`config.mk`:
```
export PLATFORM = sky130hd
export DESIGN_NAME = adc_scan_averager
export DESIGN_NICKNAME = d
export VERILOG_FILES = /design/src/rtl/asa_pkg.sv /design/src/rtl/asa_store.sv /design/src/rtl/asa_ctrl.sv /design/src/rtl/adc_scan_averager.sv
export SDC_FILE = /design/constraint.sdc
export NUM_CORES = 1
export LEC_CHECK = 0
export BUFFER_PORTS_ARGS = -buffer_cell sky130_fd_sc_hd__buf_2
export CORE_MARGIN = 2
export CORE_UTILIZATION = 40
export CTS_CLUSTER_DIAMETER = 30
export DETAILED_ROUTE_END_ITERATION = 6
export GPL_ROUTABILITY_DRIVEN = 0
export HOLD_SLACK_MARGIN = 0.08
export PLACE_DENSITY_LB_ADDON = 0.2
export SYNTH_ARGS = -nofsm -noshare
export SYNTH_HDL_FRONTEND = slang
export SYNTH_HIERARCHICAL = 1
export SYNTH_SLANG_ARGS = --single-unit
```
`constraint.sdc`:
```
create_clock -name clk -period 5.6 [get_ports clk]
set_input_delay 1.12 -clock clk [delete_from_list [all_inputs] [get_ports clk]]
set_output_delay 1.12 -clock clk [all_outputs]
set_load 0.05 [all_outputs]
```
`src/rtl/asa_pkg.sv`:
```
package asa_pkg;

  // Store geometry and field widths
  localparam int STORE_DEPTH = 8;
  localparam int ADDR_W      = 3;
  localparam int VALUE_W     = 10;
  localparam int SUM_W       = 16;
  localparam int COUNT_W     = 7;
  localparam int MUX_W       = 4;
  localparam int ACTIVE_W    = 4;
  localparam int TABLE_W     = 32;

  // Parameter defaults
  localparam int SAMPLES_LOG2_DEFAULT = 4;
  localparam int CHANNELS_DEFAULT     = 8;

  // Request kinds carried on tuser
  localparam logic OP_SAMPLE = 1'b0;
  localparam logic OP_READ   = 1'b1;

  // Register select (paddr bit 2)
  localparam logic REG_ACTIVE = 1'b0;
  localparam logic REG_MUX    = 1'b1;

  localparam logic [ACTIVE_W-1:0] ACTIVE_RESET = 4'd1;

  // Write request from the scan control to the average store
  typedef struct packed {
    logic               we;
    logic [ADDR_W-1:0]  addr;
    logic [VALUE_W-1:0] data;
  } store_wr_t;

  // Per-request status from the scan control
  typedef struct packed {
    logic             stored;
    logic [MUX_W-1:0] mux_select;
  } scan_status_t;

endpackage

```
`src/rtl/asa_store.sv`:
```
module asa_store (
  input  logic                          clk,
  input  logic                          rst,
  input  asa_pkg::store_wr_t            wr,
  input  logic                          rd_en,
  input  logic [asa_pkg::ADDR_W-1:0]    rd_addr,
  output logic [asa_pkg::VALUE_W-1:0]   rd_value
);

  logic [asa_pkg::VALUE_W-1:0] mem [asa_pkg::STORE_DEPTH];
  logic [asa_pkg::STORE_DEPTH-1:0] valid;
  logic [asa_pkg::VALUE_W-1:0] rd_data;
  logic rd_hit;

  // Write the average array
  always_ff @(posedge clk) begin
    if (wr.we) begin
      mem[wr.addr] <= wr.data;
    end
  end

  // Track written entries; unwritten ones read as zero
  always_ff @(posedge clk) begin
    if (rst) begin
      valid <= '0;
    end else if (wr.we) begin
      valid[wr.addr] <= 1'b1;
    end
  end

  // Register the read data; hold it until the next read
  always_ff @(posedge clk) begin
    if (rd_en) begin
      rd_data <= mem[rd_addr];
    end
  end

  always_ff @(posedge clk) begin
    if (rst) begin
      rd_hit <= 1'b0;
    end else if (rd_en) begin
      rd_hit <= valid[rd_addr];
    end
  end

  assign rd_value = rd_hit ? rd_data : '0;

endmodule

```
`src/rtl/asa_ctrl.sv`:
```
module asa_ctrl #(
  parameter int SAMPLES_LOG2 = asa_pkg::SAMPLES_LOG2_DEFAULT,
  parameter int CHANNELS     = asa_pkg::CHANNELS_DEFAULT
) (
  input  logic                          clk,
  input  logic                          rst,
  input  logic                          accept,
  input  logic                          operation,
  input  logic [asa_pkg::VALUE_W-1:0]   sample,
  input  logic [asa_pkg::ACTIVE_W-1:0]  active_channels,
  input  logic [asa_pkg::TABLE_W-1:0]   mux_code_table,
  output asa_pkg::store_wr_t            wr,
  output asa_pkg::scan_status_t         status
);

  localparam int LIMIT = (CHANNELS < asa_pkg::STORE_DEPTH) ? CHANNELS : asa_pkg::STORE_DEPTH;
  localparam logic [asa_pkg::ACTIVE_W-1:0] LIMIT_N = asa_pkg::ACTIVE_W'(LIMIT);
  localparam logic [asa_pkg::COUNT_W-1:0] TARGET = asa_pkg::COUNT_W'(1 << SAMPLES_LOG2);

  logic [asa_pkg::SUM_W-1:0]   running_sum, running_sum_next;
  logic [asa_pkg::COUNT_W-1:0] sample_count, sample_count_next;
  logic [asa_pkg::ADDR_W-1:0]  scan_position, scan_position_next;
  logic [asa_pkg::ACTIVE_W-1:0] eff_n;
  logic [asa_pkg::ACTIVE_W-1:0] pos_inc;
  logic [asa_pkg::SUM_W-1:0]   sum_shift;
  logic                        do_store;

  // Saturate the channel count into 1..LIMIT
  always_comb begin
    if (active_channels == '0) begin
      eff_n = asa_pkg::ACTIVE_W'(1);
    end else if (active_channels > LIMIT_N) begin
      eff_n = LIMIT_N;
    end else begin
      eff_n = active_channels;
    end
  end

  assign pos_inc   = {1'b0, scan_position} + asa_pkg::ACTIVE_W'(1);
  assign sum_shift = running_sum >> SAMPLES_LOG2;
  assign do_store  = accept && (operation == asa_pkg::OP_SAMPLE) && (sample_count >= TARGET);

  // Accumulate, or store the average and advance the scan
  always_comb begin
    running_sum_next   = running_sum;
    sample_count_next  = sample_count;
    scan_position_next = scan_position;
    if (accept && (operation == asa_pkg::OP_SAMPLE)) begin
      if (do_store) begin
        running_sum_next   = '0;
        sample_count_next  = '0;
        scan_position_next = (pos_inc >= eff_n) ? '0 : pos_inc[asa_pkg::ADDR_W-1:0];
      end else begin
        running_sum_next  = running_sum + asa_pkg::SUM_W'(sample);
        sample_count_next = sample_count + asa_pkg::COUNT_W'(1);
      end
    end
  end

  always_ff @(posedge clk) begin
    if (rst) begin
      running_sum   <= '0;
      sample_count  <= '0;
      scan_position <= '0;
    end else begin
      running_sum   <= running_sum_next;
      sample_count  <= sample_count_next;
      scan_position <= scan_position_next;
    end
  end

  assign wr.we   = do_store;
  assign wr.addr = scan_position;
  assign wr.data = sum_shift[asa_pkg::VALUE_W-1:0];

  assign status.stored     = do_store;
  assign status.mux_select = mux_code_table[scan_position_next * asa_pkg::MUX_W +: asa_pkg::MUX_W];

endmodule

```
`src/rtl/adc_scan_averager.sv`:
```
// Converter scan averager: sums 2^SAMPLES_LOG2 samples per channel, stores the average.
// An accepted request's result appears on the master side in the next cycle.
// Throughput: one request per cycle while the result side is not stalled; the average store's single registered read
// port serves one read request each cycle and writes land at the accepting edge.
// Reset (rst, synchronous) clears the scan state, valid bits and configuration registers at once;
// no clearing pass is needed, so requests are taken from the first cycle after reset.
module adc_scan_averager #(
  parameter int SAMPLES_LOG2 = asa_pkg::SAMPLES_LOG2_DEFAULT,
  parameter int CHANNELS     = asa_pkg::CHANNELS_DEFAULT
) (
  input  logic        clk,
  input  logic        rst,
  // Request stream
  input  logic        s_tvalid,
  output logic        s_tready,
  input  logic [15:0] s_tdata,   // [9:0] sample, [12:10] read_channel, [15:13] zero
  input  logic        s_tuser,   // [0] operation
  // Result stream
  output logic        m_tvalid,
  input  logic        m_tready,
  output logic [15:0] m_tdata,   // [9:0] read_value, [13:10] mux_select, [15:14] zero
  output logic        m_tuser,   // [0] average_stored
  // Configuration
  input  logic        psel,
  input  logic        penable,
  input  logic        pwrite,
  input  logic [2:0]  paddr,
  input  logic [31:0] pwdata,
  output logic [31:0] prdata,
  output logic        pready
);

  logic [asa_pkg::ACTIVE_W-1:0] active_channels;
  logic [asa_pkg::TABLE_W-1:0]  mux_code_table;
  logic                         s_accept;
  logic                         cfg_write;
  asa_pkg::store_wr_t           wr;
  asa_pkg::scan_status_t        status;
  logic [asa_pkg::VALUE_W-1:0]  rd_value;

  logic                         res_valid;
  logic                         res_op;
  logic                         res_stored;
  logic [asa_pkg::MUX_W-1:0]    res_mux;

  // Configuration registers
  assign pready    = 1'b1;
  assign cfg_write = psel && penable && pwrite && pready;

  always_ff @(posedge clk) begin
    if (rst) begin
      active_channels <= asa_pkg::ACTIVE_RESET;
      mux_code_table  <= '0;
    end else if (cfg_write) begin
      case (paddr[2])
        asa_pkg::REG_ACTIVE: active_channels <= pwdata[asa_pkg::ACTIVE_W-1:0];
        asa_pkg::REG_MUX:    mux_code_table  <= pwdata;
        default: ;
      endcase
    end
  end

  always_comb begin
    case (paddr[2])
      asa_pkg::REG_ACTIVE: prdata = {28'd0, active_channels};
      asa_pkg::REG_MUX:    prdata = mux_code_table;
      default:             prdata = '0;
    endcase
  end

  // Take a request whenever the result slot is free or draining
  assign s_tready = !res_valid || m_tready;
  assign s_accept = s_tvalid && s_tready;

  asa_ctrl #(
    .SAMPLES_LOG2 (SAMPLES_LOG2),
    .CHANNELS     (CHANNELS)
  ) u_ctrl (
    .clk             (clk),
    .rst             (rst),
    .accept          (s_accept),
    .operation       (s_tuser),
    .sample          (s_tdata[9:0]),
    .active_channels (active_channels),
    .mux_code_table  (mux_code_table),
    .wr              (wr),
    .status          (status)
  );

  asa_store u_store (
    .clk      (clk),
    .rst      (rst),
    .wr       (wr),
    .rd_en    (s_accept),
    .rd_addr  (s_tdata[12:10]),
    .rd_value (rd_value)
  );

  // Hold the result until taken
  always_ff @(posedge clk) begin
    if (rst) begin
      res_valid <= 1'b0;
    end else if (s_accept) begin
      res_valid <= 1'b1;
    end else if (m_tready) begin
      res_valid <= 1'b0;
    end
  end

  always_ff @(posedge clk) begin
    if (s_accept) begin
      res_op     <= s_tuser;
      res_stored <= status.stored;
      res_mux    <= status.mux_select;
    end
  end

  assign m_tvalid = res_valid;
  assign m_tuser  = res_stored;
  assign m_tdata  = {2'b00, res_mux, (res_op == asa_pkg::OP_READ) ? rd_value : 10'd0};

  // A stored average comes from a sample request and reports no read value
  assert property (@(posedge clk) disable iff (rst)
    (m_tvalid && m_tuser) |-> (m_tdata[9:0] == 10'd0))
    else $error("stored-average result carries a read value");

  // Every accepted request shows a result on the next cycle
  assert property (@(posedge clk) disable iff (rst)
    s_accept |=> m_tvalid)
    else $error("accepted request produced no result");

  // Store writes only on sample requests
  assert property (@(posedge clk) disable iff (rst)
    wr.we |-> (s_accept && (s_tuser == asa_pkg::OP_SAMPLE)))
    else $error("store write without a sample request");

  // Without a pending result the block takes requests
  assert property (@(posedge clk) disable iff (rst)
    !m_tvalid |-> s_tready)
    else $error("request side stalled with empty result slot");

endmodule
```
Word-level counts from Yosys, hierarchy flattened
Memories as Yosys holds them, arrays and structs flattened. A register that Yosys moved wholly into a read port is not among the register bits.
Cells that the tools add are included.
{ "word_totals": {"ff_bits": 78, "ramBits": 80, "n_memories": 1} }
{ "op_classes": {"add_sub_neg": 3, "order_cmp": 6, "n_shift": 1, "mux": 18, "bitwise": 3, "n_reduce_logical": 12} }
{ "mem_list": {"columns": ["memory", "words", "width", "read_ports", "rd_clocked_by_memory_dff", "write_ports", "line", "rtl"], "rows": [
  ["u_store.mem", 8, 10, 1, 1, 1, "asa_store.sv:10", "logic [asa_pkg::VALUE_W-1:0] mem [asa_pkg::STORE_DEPTH];"]
]} }
{ "ops": {"columns": ["op", "count"], "rows": [
  ["$pmux W32 S2", 1],
  ["$shiftx A32 B6 Y4", 1],
  ["$mux W10", 2],
  ["$add A16 B10 Y16", 1],
  ["$mux W16", 1],
  ["$mux W3", 3],
  ["$lt A3 B4 Y1 const B", 2],
  ["$mux W4", 2],
  ["$or A8 B8 Y8", 1],
  ["$add A7 B1 Y7 const B", 1],
  ["$ge A7 B5 Y1 const B", 1],
  ["$mux W7", 1],
  ["$logic_and A1 B1 Y1", 6],
  ["$mux W1", 6],
  ["$add A3 B1 Y4 const B", 1],
  ["$ge A4 B4 Y1", 1],
  ["$gt A4 B4 Y1 const B", 1],
  ["$logic_not A4 Y1", 1],
  ["$reduce_and A2 Y1", 2],
  ["$bmux W1 S3", 1],
  ["$demux W1 S3", 1],
  ["$ge A3 B1 Y1 const B", 1],
  ["$not A1 Y1", 2],
  ["$reduce_bool A2 Y1", 1],
  ["other kinds (2)", 2]
]} }

Longest topological paths before layout
{ "depth": {"ltp_word": 8, "mapped_depth": 12} }

Hierarchy
Netlist, hierarchy kept.
{ "by_module_without_submodules": {"columns": ["mod", "n_inst", "cells_per_inst", "area_each_um2", "seq_area_each_um2"], "rows": [
  ["asa_store", 1, 177, 3849.9, 2882.8],
  ["adc_scan_averager", 1, 215, 2169.6, 920.9],
  ["asa_ctrl", 1, 219, 1966.9, 480.5]
]} }

Worst setup path before layout
OpenSTA, ideal clock, no wires.
{ "synth_path": {"path_type": "input-to-reg", "startpoint": "input port m_tready", "endpoint": "memory u_store/mem[0][0] in the netlist's numbering (enable)", "setup_time_ns": 0.411, "arrival_ns": 3.920, "t_required_ns": 5.189, "setup_slack_ns": 1.269, "path_stages": 7, "cell_sequence": "nand2b_1 and2_1 nand2b_4 buf_6 nor2_4 buf_4 nor4b_1"} }
{ "synth_via": {"elab_chain_len": 6} }
{ "synth_lines": {"columns": ["element", "line", "rtl"], "rows": [
  ["start: declaration", "adc_scan_averager.sv:20", "input logic m_tready,"],
  ["$logic_or A1 B1 Y1", "adc_scan_averager.sv:72", "assign s_tready = !res_valid || m_tready;"],
  ["$logic_and A1 B1 Y1", "adc_scan_averager.sv:73", "assign s_accept = s_tvalid && s_tready;"],
  ["via s_accept", "adc_scan_averager.sv:35", "logic s_accept;"],
  ["$logic_and A1 B1 Y1 (2 in a row)", "asa_ctrl.sv:41", "assign do_store = accept && (operation == asa_pkg::OP_SAMPLE) && (sample_count >= TARGET);"],
  ["via u_ctrl.do_store", "asa_ctrl.sv:26", "logic do_store;"],
  ["$mux W1", "asa_store.sv:17", "if (wr.we) begin"],
  ["$mux W1 (implied by the code)", "asa_store.sv:18", "mem[wr.addr] <= wr.data;"],
  ["end: declaration", "asa_store.sv:10", null]
]} }
The timed path passes the listed nets, and every way through them passes these cells.

Worst setup path after layout
{ "layout_path": {"startpoint": "input port paddr[2]", "endpoint": "output port prdata[1]"} }
{ "layout_via": {"elab_chain_len": 2} }
{ "layout_lines": {"columns": ["element", "line", "rtl"], "rows": [
  ["start: declaration", "adc_scan_averager.sv:27", "input logic [2:0] paddr,"],
  ["$not A1 Y1", null, null],
  ["$pmux W32 S2 *", "adc_scan_averager.sv:64", "case (paddr[2])"],
  ["end: declaration", "adc_scan_averager.sv:29", "output logic [31:0] prdata,"]
]} }
Mark *: on every way between the ends. The rest lies on a longest branch, timed or not.

==> impl_metrics.csv <==
group,metric,value,unit
power_and_ir_drop,internal-power,2.06,mW
floorplan,die_x,145,µm
status,status,"complete, no violations",
final_layout,multi_input_area,3380,µm²
yosys,ys_async_sr_fraction,0,%
clocking,path_clk_slew,0.07,ns
timing,fin_crit,3.31,ns
yosys,synth-compound-area-share,5.09,%
place,placed_cells,941,
setup_path,cp.arrival,2.19,ns
timing,hold_slack,0.466,ns
timing,max_slew.worst_pin.slew,1.04,ns
worst_hold_path,hold_class,"register to register",
yosys,synthCells,611,
timing,worst_slack,2.29,ns
floorplan,coreArea,19500,µm²
floorplan,rows,51,
timing,finalCritPeriodShare,59.1,%
yosys,synth_seq_area_share,53.6,%
final_layout,final_cells,973,
power_and_ir_drop,irDropWorstVdd,0.000222,V
yosys,synthSimpleGateAreaFrac,14.8,%
power_and_ir_drop,powerDensity,294,nW/µm²
setup_path,start_kind,"input pin",
final_layout,stdcell_area,9180,µm²
yosys,synth-edff-count,96,
clocking,cts.repair.resized,0,
power_and_ir_drop,combPwrFrac,7.5,%
setup_path,critPathMaxFanout,34,
routing,drc,0,
worst_hold_path,hold_start,"u_ctrl/running_sum[3]",
clocking,h-tree-depth,4,
clocking,clock_path_buffers,2,
floorplan,die_area,21100,µm²
final_layout,syn_to_final_growth,15.0,%
routing,wl,16.0,mm
clocking,clk_latency,0.42,ns
timing,slew_violations,0,
timing,fin_tns_setup,0,ns
clocking,hold_buffers,0,
yosys,synth_xor_area_share,1.43,%
yosys,ys_warn_count,6,
floorplan,die_h,145,µm
yosys,synth_adder_area_share,2.91,%
clocking,cts_buffers,17,
clocking,clockRootBuffer,"clkbuf_16",
timing,fmax,302,MHz
clocking,cts_tree,"done",
setup_path,rr_startpoint,"u_ctrl/scan_position[0]",
yosys,synth_top_family_by_area,"multiplexers",
final_layout,fin_nets,772,
timing,grt_setup_unrepaired,"no",
floorplan,start_util,40.9,%
floorplan,ios,111,
clocking,post-cts-setup-buffers,0,
power_and_ir_drop,leakagePower,3.55,nW
flow_run,maxCapViolCount,0,
power_and_ir_drop,netSwitchingFraction,23.7,%
place,pre_cts_slack,1.86,ns
power_and_ir_drop,seq_power_share,49.0,%
timing,setup_viol,0,
final_layout,diodes,0,
grt,grt_max_degree,93,
routing,wl_per_cell,16.5,µm
setup_path,worst-setup-path-type,"input pin to primary output",
yosys,syn-cell-area,7990,µm²
grt,grt_pass1_vias,4943,
power_and_ir_drop,pwr-share-clk,43.4,%
final_layout,nFillCells,1799,
routing,vias,4852,
yosys,synthDistinctLibCells,60,
routing,first_iter_violations,193,
routing,viasPerCell,4.99,
power_and_ir_drop,p_switching,0.641,mW
yosys,postSynthAreaPerCell,13.1,µm²
yosys,synthFlopType,"edfxtp_1",
timing,finalHoldViolCount,0,
yosys,synth-seq-cells,166,
place,hpwlAfterDp,10.9,mm
timing,maxSlewHeadroom,30.4,%
grt,grt_first_pass_wirelength,25.6,mm
grt,antenna_found_initial,0,
final_layout,drive_gt1_share,24.9,%
setup_path,crit_path_end_kind,"primary output",
grt,grt_overflow,0,
grt,grtUsageTotal,15.3,%
setup_path,required,4.48,ns
final_layout,regArea,4280,µm²
yosys,muxShareOfSynthArea,17.4,%
clocking,clkSinkCount,166,
timing,fin_skew,0.00819,ns
routing,drt-pass1-iter-count,4,
setup_path,crit_start,"paddr[2]",
place,portBuffers,102,
routing,ant_nets,0,
place,place_area,8590,µm²
==> cells in the mapped netlist (all sizes together) (3+ instances only) <==
| master | count | area [µm²] |
|---|---|---|
| a211oi | 6 | 45.0 |
| a21o | 4 | 30.0 |
| a21oi | 11 | 55.1 |
| a22o | 4 | 35.0 |
| a22oi | 3 | 22.5 |
| and2 | 51 | 320 |
| and3 | 3 | 18.8 |
| buf | 28 | 273 |
| clkbuf | 17 | 63.8 |
| dfxtp | 70 | 1400 |
| edfxtp | 96 | 2880 |
| ha | 17 | 213 |
| inv | 9 | 33.8 |
| mux2 | 18 | 203 |
| mux2i | 64 | 641 |
| mux4 | 21 | 548 |
| nand2 | 10 | 37.5 |
| nand2b | 69 | 439 |
| nand3 | 3 | 15.0 |
| nor2 | 39 | 154 |
| nor2b | 6 | 37.5 |
| nor3 | 3 | 26.3 |
| o21ai | 13 | 76.3 |
| o21ba | 3 | 30.0 |
| or3 | 3 | 18.8 |
| xnor2 | 5 | 43.8 |
| xor2 | 8 | 70.1 |
==> cell usage in the layout (no fill, tap or decap), drive strengths merged, types with 2 or more instances in the layout <==
cell | Yosys | routed
nand2b | 69 | 69
nor2 | 39 | 39
dfxtp | 70 | 70
clkinv | 0 | 2
nor4bb | 2 | 2
o21ba | 3 | 3
clkinvlp | 0 | 3
mux2 | 18 | 18
bufinv | 0 | 2
a211oi | 6 | 6
or3 | 3 | 3
o21a | 2 | 2
nand4 | 2 | 2
xor2 | 8 | 8
inv | 9 | 16
nor3 | 3 | 3
nor3b | 2 | 2
a22o | 4 | 4
nand2 | 10 | 10
xnor2 | 5 | 5
nor2b | 6 | 6
and4b | 2 | 2
nand3 | 3 | 3
a21o | 4 | 4
ha | 17 | 17
conb | 2 | 3
clkbuf | 17 | 18
buf | 28 | 109
a22oi | 3 | 3
mux2i | 64 | 64
o21ai | 13 | 13
a21oi | 11 | 11
and3 | 3 | 3
edfxtp | 96 | 96
mux4 | 21 | 21
and2 | 51 | 51
==> metrics by stage <==
stage                     power, mW  utilization [%]
after CTS                      2.73             47.0
after global routing           2.80             47.0
final                          2.70             47.0
after global placement         1.55             44.0
after floorplan                1.51                -
after detailed placement       1.56             44.0
==> layer usage <==
metal,global-route usage (%),up-vias,share of wire [%]
met4,3.77,0,0.87
met5,0,-,0
met1,19.7,2397,46
li1,-,2365,-
met2,26.3,78,50
met3,3.43,12,3.2
==> worst max-delay path, stage by stage <==
cell,delay [ns]
buf_2,0.44
mux2_2,0.41
buf_2,0.21
==> logic make-up after synthesis <==
kind of cell | count (synthesis)
compound gates | 55
fa+ha+maj | 18
flops | 166
other cells | 2
buf+inv | 54
simple gates | 200
xor+xnor | 13
mux | 103
==> final timing paths <==
| check | endpoint | slack (ns) | cells past startpoint |
|---|---|---|---|
| setup / recovery | prdata[1] | 2.29 | 3 |
| hold / removal | u_ctrl/running_sum[3] | 0.47 | 2 |
| setup reg to reg | res_mux[2] | 2.52 | 9 |
| hold reg to reg | u_ctrl/running_sum[3] | 0.47 | 2 |
==> registers in the layout, summed over array words and instances, names as in the netlist <==
register,cells
u_ctrl/scan_position,3
res_mux,4
u_ctrl/sample_count,7
mux_code_table,32
active_channels,4
u_store/rd_data,10
u_store/mem,80
u_store/rd_hit,1
res_op,1
m_tuser,1
u_store/valid,8
m_tvalid,1
u_ctrl/running_sum,14
==> power groups by stage <==
stage	logic (mW)	clock network (mW)	registers, mW
3_3_place_gp	0.201	0	1.35
2_1_floorplan	0.156	0	1.35
6_report	0.204	1.17	1.33
5_1_grt	0.222	1.25	1.33
4_1_cts	0.206	1.20	1.33
3_5_place_dp	0.205	0	1.35
==> layout make-up <==
type,instances,area share (%)
multi-input cells,392,36.8
inverters,9,0.368
clock inverters,14,1.80
flip-flops and latches,166,46.6
well taps,265,3.61
repair buffers,109,6.13
clock buffers,18,4.67
Power figures use the tool's default switching activity.
